==> src/rtl/assert_macros.svh <==
// Assertion helpers for the RTL.
`ifndef ASSERT_MACROS_SVH
`define ASSERT_MACROS_SVH

// Checked on every rising clk_i edge, masked while rst_ni is low.
`define ASSERT_RST(lbl, prop, msg) \
  lbl: assert property (@(posedge clk_i) disable iff (!rst_ni) prop) else $error(msg);

// Checked on every rising clk_i edge, reset included.
`define ASSERT_ALWAYS(lbl, prop, msg) \
  lbl: assert property (@(posedge clk_i) prop) else $error(msg);

`endif

==> src/rtl/pfd_pkg.sv <==
`default_nettype none

package pfd_pkg;

  localparam int unsigned WinLen  = 32;
  localparam int unsigned NumRead = 9;
  localparam int unsigned FirstRd = 10;
  localparam int unsigned OutBits = 1 + 16 * NumRead;
  localparam int unsigned OutW    = ((OutBits + 7) / 8) * 8;

  localparam logic [7:0] HdrA    = 8'h42;
  localparam logic [7:0] HdrB    = 8'h4D;
  localparam logic [7:0] BodyLen = 8'd28;

  localparam logic StatusGood = 1'b0;
  localparam logic StatusCsum = 1'b1;

  // byte 0 oldest, byte WinLen-1 newest
  typedef logic [WinLen-1:0][7:0] win_t;

endpackage

`default_nettype wire

==> src/rtl/pfd_cell.sv <==
`default_nettype none

module pfd_cell (
  input  logic       clk_i,
  input  logic       rst_ni,
  input  logic       shift_i,
  input  logic [7:0] byte_i,
  output logic [7:0] byte_o
);

  logic [7:0] byte_q, byte_d;

  always_comb begin
    byte_d = shift_i ? byte_i : byte_q;
  end

  always_ff @(posedge clk_i or negedge rst_ni) begin
    if (!rst_ni) begin
      byte_q <= '0;
    end else begin
      byte_q <= byte_d;
    end
  end

  assign byte_o = byte_q;

endmodule

`default_nettype wire

==> src/rtl/pfd_frame.sv <==
`default_nettype none

module pfd_frame (
  input  logic                   clk_i,
  input  logic                   rst_ni,
  input  logic                   fresh_i,
  input  pfd_pkg::win_t          win_i,
  input  logic [15:0]            sum_i,
  output logic                   stall_o,
  output logic                   m_axis_tvalid_o,
  input  logic                   m_axis_tready_i,
  // status, mass_small, mass_fine, mass_coarse, count_0p3, count_0p5,
  // count_1p0, count_2p5, count_5p0, count_10p0, zero pad
  output logic [pfd_pkg::OutW-1:0] m_axis_tdata_o
);

  import pfd_pkg::*;

  logic            hit, good, load;
  logic            valid_q, valid_d;
  logic [OutW-1:0] data_q, data_d;

  assign hit  = (win_i[0] == HdrA) && (win_i[1] == HdrB) &&
                (win_i[2] == 8'd0) && (win_i[3] == BodyLen);
  assign good = (sum_i == {win_i[WinLen-2], win_i[WinLen-1]});

  // a pending frame may only move on once the output beat has gone
  assign load    = fresh_i && hit && (!valid_q || m_axis_tready_i);
  assign stall_o = fresh_i && hit && valid_q && !m_axis_tready_i;

  always_comb begin
    data_d    = '0;
    data_d[0] = good ? StatusGood : StatusCsum;
    for (int k = 0; k < NumRead; k++) begin
      data_d[1 + 16 * k +: 16] = good ?
        {win_i[FirstRd + 2 * k], win_i[FirstRd + 2 * k + 1]} : 16'd0;
    end
  end

  always_comb begin
    if (load) begin
      valid_d = 1'b1;
    end else if (m_axis_tready_i) begin
      valid_d = 1'b0;
    end else begin
      valid_d = valid_q;
    end
  end

  always_ff @(posedge clk_i or negedge rst_ni) begin
    if (!rst_ni) begin
      valid_q <= 1'b0;
    end else begin
      valid_q <= valid_d;
    end
  end

  always_ff @(posedge clk_i) begin
    if (load) begin
      data_q <= data_d;
    end
  end

  assign m_axis_tvalid_o = valid_q;
  assign m_axis_tdata_o  = data_q;

endmodule

`default_nettype wire

==> src/rtl/particle_frame_deframer_top.sv <==
// A byte that completes a frame has its result beat registered in u_frame.
// Throughput: one byte per cycle; the input stalls only while a frame result
// waits behind an unaccepted output beat.
// The 32-byte window is a row of byte cells; the 16-bit running sum is updated
// with one add and one subtract per beat.
// Reset (rst_ni low, asynchronous) zeroes the window and sum and drops tvalid.
`default_nettype none

module particle_frame_deframer_top (
  input  logic                     clk_i,
  input  logic                     rst_ni,
  input  logic                     s_axis_tvalid_i,
  output logic                     s_axis_tready_o,
  // rx_byte
  input  logic [7:0]               s_axis_tdata_i,
  output logic                     m_axis_tvalid_o,
  input  logic                     m_axis_tready_i,
  // status, mass_small, mass_fine, mass_coarse, count_0p3, count_0p5,
  // count_1p0, count_2p5, count_5p0, count_10p0, zero pad
  output logic [pfd_pkg::OutW-1:0] m_axis_tdata_o
);

  import pfd_pkg::*;

  `include "assert_macros.svh"

  logic        accept, stall;
  logic        fresh_q, fresh_d;
  logic [15:0] sum_q, sum_d;
  win_t        win;

  assign s_axis_tready_o = !stall;
  assign accept          = s_axis_tvalid_i && s_axis_tready_o;

  for (genvar i = 0; i < WinLen; i++) begin : g_cell
    logic [7:0] nxt;
    if (i == WinLen - 1) begin : g_head
      assign nxt = s_axis_tdata_i;
    end else begin : g_body
      assign nxt = win[i+1];
    end
    pfd_cell u_cell (
      .clk_i   (clk_i),
      .rst_ni  (rst_ni),
      .shift_i (accept),
      .byte_i  (nxt),
      .byte_o  (win[i])
    );
  end

  // sum over bytes 0..29: byte 30 moves into the span, byte 0 drops out
  always_comb begin
    sum_d = accept ? (sum_q + {8'd0, win[WinLen-2]} - {8'd0, win[0]}) : sum_q;
  end

  always_comb begin
    fresh_d = accept || stall;
  end

  always_ff @(posedge clk_i or negedge rst_ni) begin
    if (!rst_ni) begin
      sum_q   <= '0;
      fresh_q <= 1'b0;
    end else begin
      sum_q   <= sum_d;
      fresh_q <= fresh_d;
    end
  end

  pfd_frame u_frame (
    .clk_i           (clk_i),
    .rst_ni          (rst_ni),
    .fresh_i         (fresh_q),
    .win_i           (win),
    .sum_i           (sum_q),
    .stall_o         (stall),
    .m_axis_tvalid_o (m_axis_tvalid_o),
    .m_axis_tready_i (m_axis_tready_i),
    .m_axis_tdata_o  (m_axis_tdata_o)
  );

  `ASSERT_RST(a_stall_needs_full, !s_axis_tready_o |-> (m_axis_tvalid_o && !m_axis_tready_i && fresh_q), "input stalled without a blocked result")
  `ASSERT_RST(a_csum_err_zero, (m_axis_tvalid_o && m_axis_tdata_o[0] == StatusCsum) |-> (m_axis_tdata_o[OutW-1:1] == '0), "checksum error beat carries readings")
  `ASSERT_RST(a_accept_fresh, accept |=> fresh_q, "accepted byte not marked for checking")
  `ASSERT_ALWAYS(a_reset_idle, !rst_ni |=> !m_axis_tvalid_o, "result valid straight after reset")

endmodule

`default_nettype wire
==> config.mk <==
export PLATFORM = sky130hd
export DESIGN_NAME = particle_frame_deframer_top
export DESIGN_NICKNAME = d
export VERILOG_FILES = /design/src/rtl/pfd_pkg.sv /design/src/rtl/pfd_cell.sv /design/src/rtl/pfd_frame.sv /design/src/rtl/particle_frame_deframer_top.sv
export VERILOG_INCLUDE_DIRS = /design/src /design/src/rtl
export SDC_FILE = /design/constraint.sdc
export NUM_CORES = 1
export LEC_CHECK = 0
export BUFFER_PORTS_ARGS = -buffer_cell sky130_fd_sc_hd__buf_4
export CAP_MARGIN = 20
export CORE_MARGIN = 3
export CORE_UTILIZATION = 53
export CTS_CLUSTER_DIAMETER = 200
export DETAILED_ROUTE_END_ITERATION = 8
export HOLD_SLACK_MARGIN = 0.12
export PLACE_DENSITY = 0.84
export SYNTH_ARGS = -nofsm -noshare
export SYNTH_HDL_FRONTEND = slang
export SYNTH_SLANG_ARGS = --single-unit
==> constraint.sdc <==
create_clock -name clk_i -period 7.7 [get_ports clk_i]
set_input_delay 1.155 -clock clk_i [delete_from_list [all_inputs] [get_ports clk_i]]
set_output_delay 1.155 -clock clk_i [all_outputs]
set_load 0.1 [all_outputs]
==> reports/results.ini, run 1 <==
[outcome]
status=complete, no violations

[yosys]
avgSynthCellArea_um2=15.2
synth_area_um2=16900
async_flop_share=0.654
yosysWarningCount=0
netlist_instances=1117
yosys_most_used_dff=dfrtp_1
synth_edf_count=145
synth_cell_type_count=47
synth_seq_area_share=0.662
synth_seq_cells=419

[floorplan]
die_x_um=185
core_um2=31100
rows=64
dieArea_um2=34100
ios=166
start_util=0.545
die_h_um=185

[power]
peakVddDrop_mv=0.200
p_comb_frac=0.225
p_sw_mw=1.97
p_seq_frac=0.488
power.density_nw_per_um2=347
intPower_mw=4.89
p_leak_nw=8.59
swShare=0.287
power.share.clock=0.287

[timing]
setup_violations=0
slew_headroom=0.370
min_period_ps=3860
rsz0062_at_grt=no
holdWs_ps=477
final_min_period_over_clock_period=0.501
fin_setup_tns_ps=0
worst_slew_pin_slew_ps=945
fmax_mhz=259
drv_slew=0
hold_viol=0
fin_skew_ps=15.3

[grt]
grt_max_degree=158
grt_overflow=0
grt_pass1_wl_um=48000
grt_pass1_vias=9193
grt_util_all_layers=0.173
antenna_found_initial=0

[routing]
firstDrtPassIters=5
wl_per_cell_um=17.2
ant_nets=0
dr.first_iter.drc_count=644
drc_errors=0
wirelength_um=29400
via_per_inst=5.31
dr_total_vias=9079

[finish]
fin_nets=1316
diodes=0
drive_gt1_frac=0.366
utilization=0.637
syn_to_final_growth_pct=16.9

[clocking]
cts_sinks=419
htreeDepth=2
cts_tree=yes
clk_pin_slew_ps=60
numCtsBuffers=43
cts_buffer_depth=3
cts_resized=0
postCtsSetupRepairBufs=0
clk_latency_ps=520
postCtsHoldBufs=0
cts-root-buf=clkbuf_16

[setup_path]
start_kind=flip-flop
worst-endpoint-arrival_ps=2700
worstPathRequired_ps=6550
r2r_slack_ps=4110
reg2reg_to=g_cell[3].u_cell.byte_o[2]$_DFFE_PN0P_
crit_start=g_cell[0].u_cell.byte_o[5]$_DFFE_PN0P_
critPathCapture=s_axis_tready_o
endpoint_kind=output port
worstPathMaxFanout=3
reg2reg_depth=6
path_class=flip-flop to output port
reg2reg_from=g_cell[0].u_cell.byte_o[5]$_DFFE_PN0P_

[placed_design]
gp_congestion=0.844
portBuffers=158
post-dp-hpwl_um=18800

[worst_hold_path]
holdCritPathClass=flip-flop to flip-flop

[flow_run]
max_cap_viol_count=0

==> per-layer routing <==
metal / share of wire / vias to the layer above / global-route usage
li1: - / 4237 / -
met1: 0.45 / 4566 / 0.243
met2: 0.48 / 209 / 0.282
met3: 0.047 / 67 / 0.0294
met4: 0.026 / 0 / 0.0504
met5: 0 / - / 0
==> Yosys cell counts, types with 12 or more instances <==
master	instances	area [um2]
and2_1	146	913
buf_4	30	225
clkbuf_1	19	71.3
dfrtp_1	274	6860
edfxtp_1	145	4350
ha_1	16	200
inv_1	41	154
mux2_2	250	2820
nand2_1	30	113
nor2_1	12	45.0
o21ai_0	29	145
xnor2_1	21	184
==> power by group through the flow <==
stage | sequential, mW | combinational, mW | clock [mW]
after floorplan | 3.18 | 1.28 | 0
after global placement | 3.35 | 1.45 | 0
after detailed placement | 3.39 | 1.53 | 0
after CTS | 3.35 | 1.55 | 2.01
after global routing | 3.44 | 1.73 | 2.12
final | 3.35 | 1.54 | 1.97
==> per-stage QoR <==
step           setup WS (ps)  area (um2)  std cells  total power, mW
2_1_floorplan           2060       17000       1123             4.47
5_1_grt                 3730       19800       1709             7.29
4_1_cts                 3800       19800       1708             6.92
3_5_place_dp            3700       18400       1630             4.92
3_3_place_gp            3750       18400       1630             4.80
6_report                3840       19800       1709             6.86
==> registers in the layout (all words and copies together), names as in the netlist <==
signal and flops:
g_cell.u_cell.byte_o 256, u_frame.m_axis_tdata_o 145, sum_q 16, fresh_q 1
u_frame.m_axis_tvalid_o 1
==> layout make-up <==
cell class,instances,area (um2)
timing repair buffer,168,1310
inverter,41,154
sequential,419,11200
multi-input combinational,607,5270
tap,396,495
fill,2176,11300
clock buffer,62,1190
clock inverter,16,158
==> critical path: stages, from the launching register on <==
cell and delay, ps:
dfrtp_1 440, nor4b_1 480, nand4b_1 260, or3_1 450, or2_2 320, buf_4 240
==> layout by cell type (no fill, tap or decap), types with 4 or more instances in the layout <==
cell type | synthesis | layout
clkbuf_1 | 19 | 15
clkbuf_16 | 0 | 43
clkinv_2 | 0 | 5
xnor2_1 | 21 | 21
nor4_1 | 4 | 4
and2_1 | 146 | 146
o211ai_1 | 5 | 5
inv_1 | 41 | 41
buf_4 | 30 | 164
mux2_2 | 250 | 250
nor4b_1 | 8 | 8
o21ai_0 | 29 | 29
ha_1 | 16 | 16
nand2_1 | 30 | 30
conb_1 | 1 | 7
clkbuf_8 | 0 | 4
a21o_1 | 4 | 4
nand3_1 | 5 | 5
fa_1 | 8 | 8
dfrtp_1 | 274 | 274
nor2_1 | 12 | 12
xor2_1 | 5 | 5
nand4_1 | 7 | 7
a21oi_1 | 9 | 9
clkinv_1 | 0 | 5
edfxtp_1 | 145 | 145
==> cell families after synthesis <==
logic type	after synthesis	share of synthesized area
other cells	1	0.000222
flops	419	0.662
simple gates	233	0.0816
compound gates	66	0.0254
xor+xnor	26	0.0135
fa+ha+maj	24	0.0213
mux	251	0.167
buf+inv	97	0.0287
==> worst min path at each step <==
stage,to,cells after the start,startpoint
2_1_floorplan,g_cell[29].u_cell.byte_o[0]$_DFFE_PN0P_,2,g_cell[29].u_cell.byte_o[0]$_DFFE_PN0P_
3_3_place_gp,g_cell[29].u_cell.byte_o[2]$_DFFE_PN0P_,2,g_cell[29].u_cell.byte_o[2]$_DFFE_PN0P_
3_5_place_dp,g_cell[29].u_cell.byte_o[0]$_DFFE_PN0P_,2,g_cell[29].u_cell.byte_o[0]$_DFFE_PN0P_
4_1_cts,g_cell[29].u_cell.byte_o[0]$_DFFE_PN0P_,2,g_cell[29].u_cell.byte_o[0]$_DFFE_PN0P_
5_1_grt,g_cell[5].u_cell.byte_o[1]$_DFFE_PN0P_,1,g_cell[5].u_cell.byte_o[1]$_DFFE_PN0P_
6_report,g_cell[29].u_cell.byte_o[3]$_DFFE_PN0P_,2,g_cell[29].u_cell.byte_o[3]$_DFFE_PN0P_
Power figures use the tool's default switching activity.
==> run 2: changes to the inputs <==
--- a/config.mk
+++ b/config.mk
@@ -6,14 +6,15 @@
 export SDC_FILE = /design/constraint.sdc
 export NUM_CORES = 1
 export LEC_CHECK = 0
+export ABC_AREA = 1
 export BUFFER_PORTS_ARGS = -buffer_cell sky130_fd_sc_hd__buf_4
 export CAP_MARGIN = 20
 export CORE_MARGIN = 3
-export CORE_UTILIZATION = 53
+export CORE_UTILIZATION = 59
 export CTS_CLUSTER_DIAMETER = 200
 export DETAILED_ROUTE_END_ITERATION = 8
 export HOLD_SLACK_MARGIN = 0.12
-export PLACE_DENSITY = 0.84
+export PLACE_DENSITY = 0.87
 export SYNTH_ARGS = -nofsm -noshare
 export SYNTH_HDL_FRONTEND = slang
 export SYNTH_SLANG_ARGS = --single-unit
==> constraint.sdc (replaced) <==
create_clock -name clk_i -period 3.6 [get_ports clk_i]
set_input_delay 0.54 -clock clk_i [delete_from_list [all_inputs] [get_ports clk_i]]
set_output_delay 0.54 -clock clk_i [all_outputs]
set_load 0.1 [all_outputs]
==> run 2 against run 1 <==
  * Highest routed layer unchanged
  * Critical endpoint is now u_frame.m_axis_tdata_o[91]$_SDFFCE_PP0P_
  * Flip-flop and latch count is the same
  * Sequential power grew 76%
  * Clock power is 110% higher
  * Largest power group unchanged
  * Synthesized cell count rose by 74%
  * Die area decreased by 5.0%
==> reports/results.ini, run 2 <==
[yosys]
yosysWarningCount=0  ; unchanged
synth_cell_type_count=25  ; was 47
yosys.area.top_type_share=0.384  ; was 0.405
netlist_instances=1947  ; was 1117
yosys_most_used_dff=dfrtp_1  ; unchanged
synth.area.top_cells=dfrtp_1, edfxtp_1, nand2_1, nand3_1, inv_1  ; was dfrtp_1, edfxtp_1, mux2_2, and2_1, buf_4
synth_edf_count=145  ; unchanged
synthTopCellsByCount=nand2_1, nand3_1, dfrtp_1, inv_1, nor2_1  ; was dfrtp_1, mux2_2, and2_1, edfxtp_1, inv_1
synth_top_area_cell=dfrtp_1  ; unchanged
async_flop_share=0.654  ; unchanged
synth_seq_area_share=0.627  ; was 0.662
avgSynthCellArea_um2=9.18  ; was 15.2 um2
synth_seq_cells=419  ; unchanged
synth_area_um2=17900  ; was 16900 um2
yosysMostFrequentCell=nand2_1  ; was dfrtp_1

[grt]
antenna_found_initial=0  ; unchanged
grt_pass1_vias=12800  ; was 9193
use_met3=0.0377  ; was 0.0294
grt_util_all_layers=0.235  ; was 0.173
grt_overflow=0  ; unchanged
grt_pass1_wl_um=64000  ; was 48000 um
grtUsageMet2=0.382  ; was 0.282
grt_max_degree=148  ; was 158
grt.busiest_layer=met2  ; unchanged
met1_usage=0.333  ; was 0.243

[finish]
utilization=0.695  ; was 0.637
syn_to_final_growth_pct=15.5  ; was 16.9%
largest_reg_flops=256  ; unchanged
postLayoutCellArea_um2=20600  ; was 19800 um2
drive_gt1_frac=0.116  ; was 0.366
fin_nets=2098  ; was 1316
fill_cells=2111  ; was 2176
multi_input_area_um2=5290  ; was 5270 um2
final_cell_mix=nand2_1, nand3_1, dfrtp_1  ; was dfrtp_1, mux2_2, buf_4
regArea_um2=11200  ; unchanged
mostFrequentLayoutCell=nand2_1  ; was dfrtp_1
diodes=0  ; unchanged

[timing]
hold_viol=0  ; unchanged
fin_skew_ps=13.7  ; was 15.3 ps
rsz0062_at_grt=no  ; unchanged
setup_violations=0  ; unchanged
drv_slew=0  ; unchanged
min_period_ps=2790
setup_ws_ps=815  ; was 3840 ps
fin_setup_tns_ps=0  ; unchanged
fmax_mhz=359
final_min_period_over_clock_period=0.774
worst_slew_pin_slew_ps=1110  ; was 945 ps
slew_headroom=0.263  ; was 0.370

[setup_path]
cp_num_buf_inv=3  ; was 1
worst-endpoint-arrival_ps=3000  ; was 2700 ps
slowest_delay_ps=900  ; was 480 ps
cp_cell_sequence=inv_1, or2_2, nand4_1, nor2_1, nand4_1, buf_4, buf_4, nor2_1  ; was nor4b_1, nand4b_1, or3_1, or2_2, buf_4
endpoint_kind=flip-flop  ; was output port
path_class=flip-flop to flip-flop  ; was flip-flop to output port
worstPathMaxFanout=107  ; was 3
start_kind=flip-flop  ; unchanged
slowest_stage=buf_4  ; was nor4b_1
worstPathRequired_ps=3820  ; was 6550 ps
cpLargestDelayFamily=buffers and inverters  ; was simple AND/OR/NAND/NOR gates

[routing]
via_per_inst=5.36  ; was 5.31
ant_nets=0  ; unchanged
wirelength_um=38200  ; was 29400 um
drc_errors=0  ; unchanged
firstDrtPassIters=5  ; unchanged
dr.first_iter.drc_count=1387  ; was 644
wl_per_cell_um=15.4  ; was 17.2 um
dr_total_vias=13300  ; was 9079

[clocking]
cts_sinks=419  ; unchanged
cts-root-buf=clkbuf_16  ; unchanged
cts_buffer_depth=3  ; unchanged
clk_pin_slew_ps=70  ; was 60 ps
cts_tree=yes  ; unchanged
numCtsBuffers=41  ; was 43
htreeDepth=2  ; unchanged
clk_latency_ps=530  ; was 520 ps

[floorplan]
die_h_um=180  ; was 185 um
rows=63  ; was 64
ios=166  ; unchanged
start_util=0.601  ; was 0.545
core_um2=29700  ; was 31100 um2
die_x_um=180  ; was 185 um
dieArea_um2=32400  ; was 34100 um2

[power]
power.density_nw_per_um2=619  ; was 347 nW/um2
finalPower_mw=12.8  ; was 6.86 mW
p_leak_nw=10.2  ; was 8.59 nW
peakVddDrop_mv=0.462  ; was 0.200 mV

[placed_design]
placed_area_um2=19300  ; was 18400 um2
portBuffers=158  ; unchanged
post-dp-hpwl_um=23800  ; was 18800 um
dp_slack_ps=834  ; was 3700 ps
gp_congestion=0.889  ; was 0.844

[flow_run]
max_cap_viol_count=0  ; unchanged

[outcome]
status=complete, no violations  ; unchanged

[worst_hold_path]
holdCritPathClass=input port to flip-flop  ; was flip-flop to flip-flop

==> run 2: cell count changes after synthesis, sizes merged, moves of 5 or more <==
cell / previous run / this run
and2: 146 / 2
buf: 37 / 65
clkbuf: 19 / 46
inv: 41 / 230
mux2: 250 / 0
nand2: 30 / 647
nand3: 5 / 285
nor2: 12 / 180
nor4b: 8 / 0
o211ai: 5 / 0
o21ai: 29 / 1
xnor2: 21 / 11
==> run 2: cell families after synthesis <==
group	count (synthesis)	synth area share
AOI/OAI and AO/OA	9	0.00252
adders and majority gates	24	0.0202
DFF	419	0.627
and+or+nand+nor	1133	0.261
buffers and inverters	341	0.0790
xor gates and xnor gates	20	0.00980
other	1	0.000210
==> run 2: cell type report <==
cell class,instances,share of cell area
clock buffers,60,0.0577
well taps,390,0.0236
flip-flops and latches,419,0.543
inverters,230,0.0418
clock inverters,16,0.00739
repair buffers,177,0.0700
multi-input cells,1193,0.256
==> run 2: layer usage <==
metal	vias up	share of wire
li1	6291	-
met1	6440	0.42
met2	511	0.49
met3	82	0.067
met4	0	0.026
met5	-	0
==> run 2: path summary, 6_finish.rpt <==
path | start | end | slack (ps) | depth (start not counted)
max reg2reg | sum_q[5]$_DFFE_PN0P_ | u_frame.m_axis_tdata_o[91]$_SDFFCE_PP0P_ | 810 | 8
max in group asynchronous | rst_ni | g_cell[15].u_cell.byte_o[5]$_DFFE_PN0P_ | 2050 | 3
max | sum_q[5]$_DFFE_PN0P_ | u_frame.m_axis_tdata_o[91]$_SDFFCE_PP0P_ | 810 | 8
min reg2reg | g_cell[9].u_cell.byte_o[5]$_DFFE_PN0P_ | g_cell[9].u_cell.byte_o[5]$_DFFE_PN0P_ | 470 | 2
min | m_axis_tready_i | u_frame.m_axis_tvalid_o$_DFFE_PN0P_ | 220 | 2
min in group asynchronous | rst_ni | g_cell[10].u_cell.byte_o[1]$_DFFE_PN0P_ | 540 | 2
==> run 2: what timing repair did <==
item / 4_1_cts / 5_1_grt
endpoints found under the setup margin: 0 / 0
hold endpoints to repair: 62 / 0
resized for setup: 0 / 0
buffers inserted: 0 / 0
hold buffers: 1 / 0
==> run 2: power by group <==
| group | total (mW) | leakage (nW) | internal [mW] | switching (mW) |
|---|---|---|---|---|
| Combinational | 2.69 | 4.51 | 1.01 | 1.68 |
| Sequential | 5.88 | 5.02 | 5.42 | 0.463 |
| Clock | 4.21 | 0.657 | 2.46 | 1.75 |
==> run 2: metrics by stage <==
step / hold WS [ps] / instances
5_1_grt: 220 / 2485
3_3_place_gp: 454 / 2408
2_1_floorplan: 244 / 1953
6_report: 223 / 2485
3_5_place_dp: 459 / 2408
4_1_cts: 203 / 2485
==> run 2: worst reg2reg max path, stage by stage (launching register included) <==
cell and delay (ps):
dfrtp_1 350, inv_1 80, or2_2 280, nand4_1 90, nor2_1 50, nand4_1 90, buf_4 410, buf_4 920
nor2_1 210
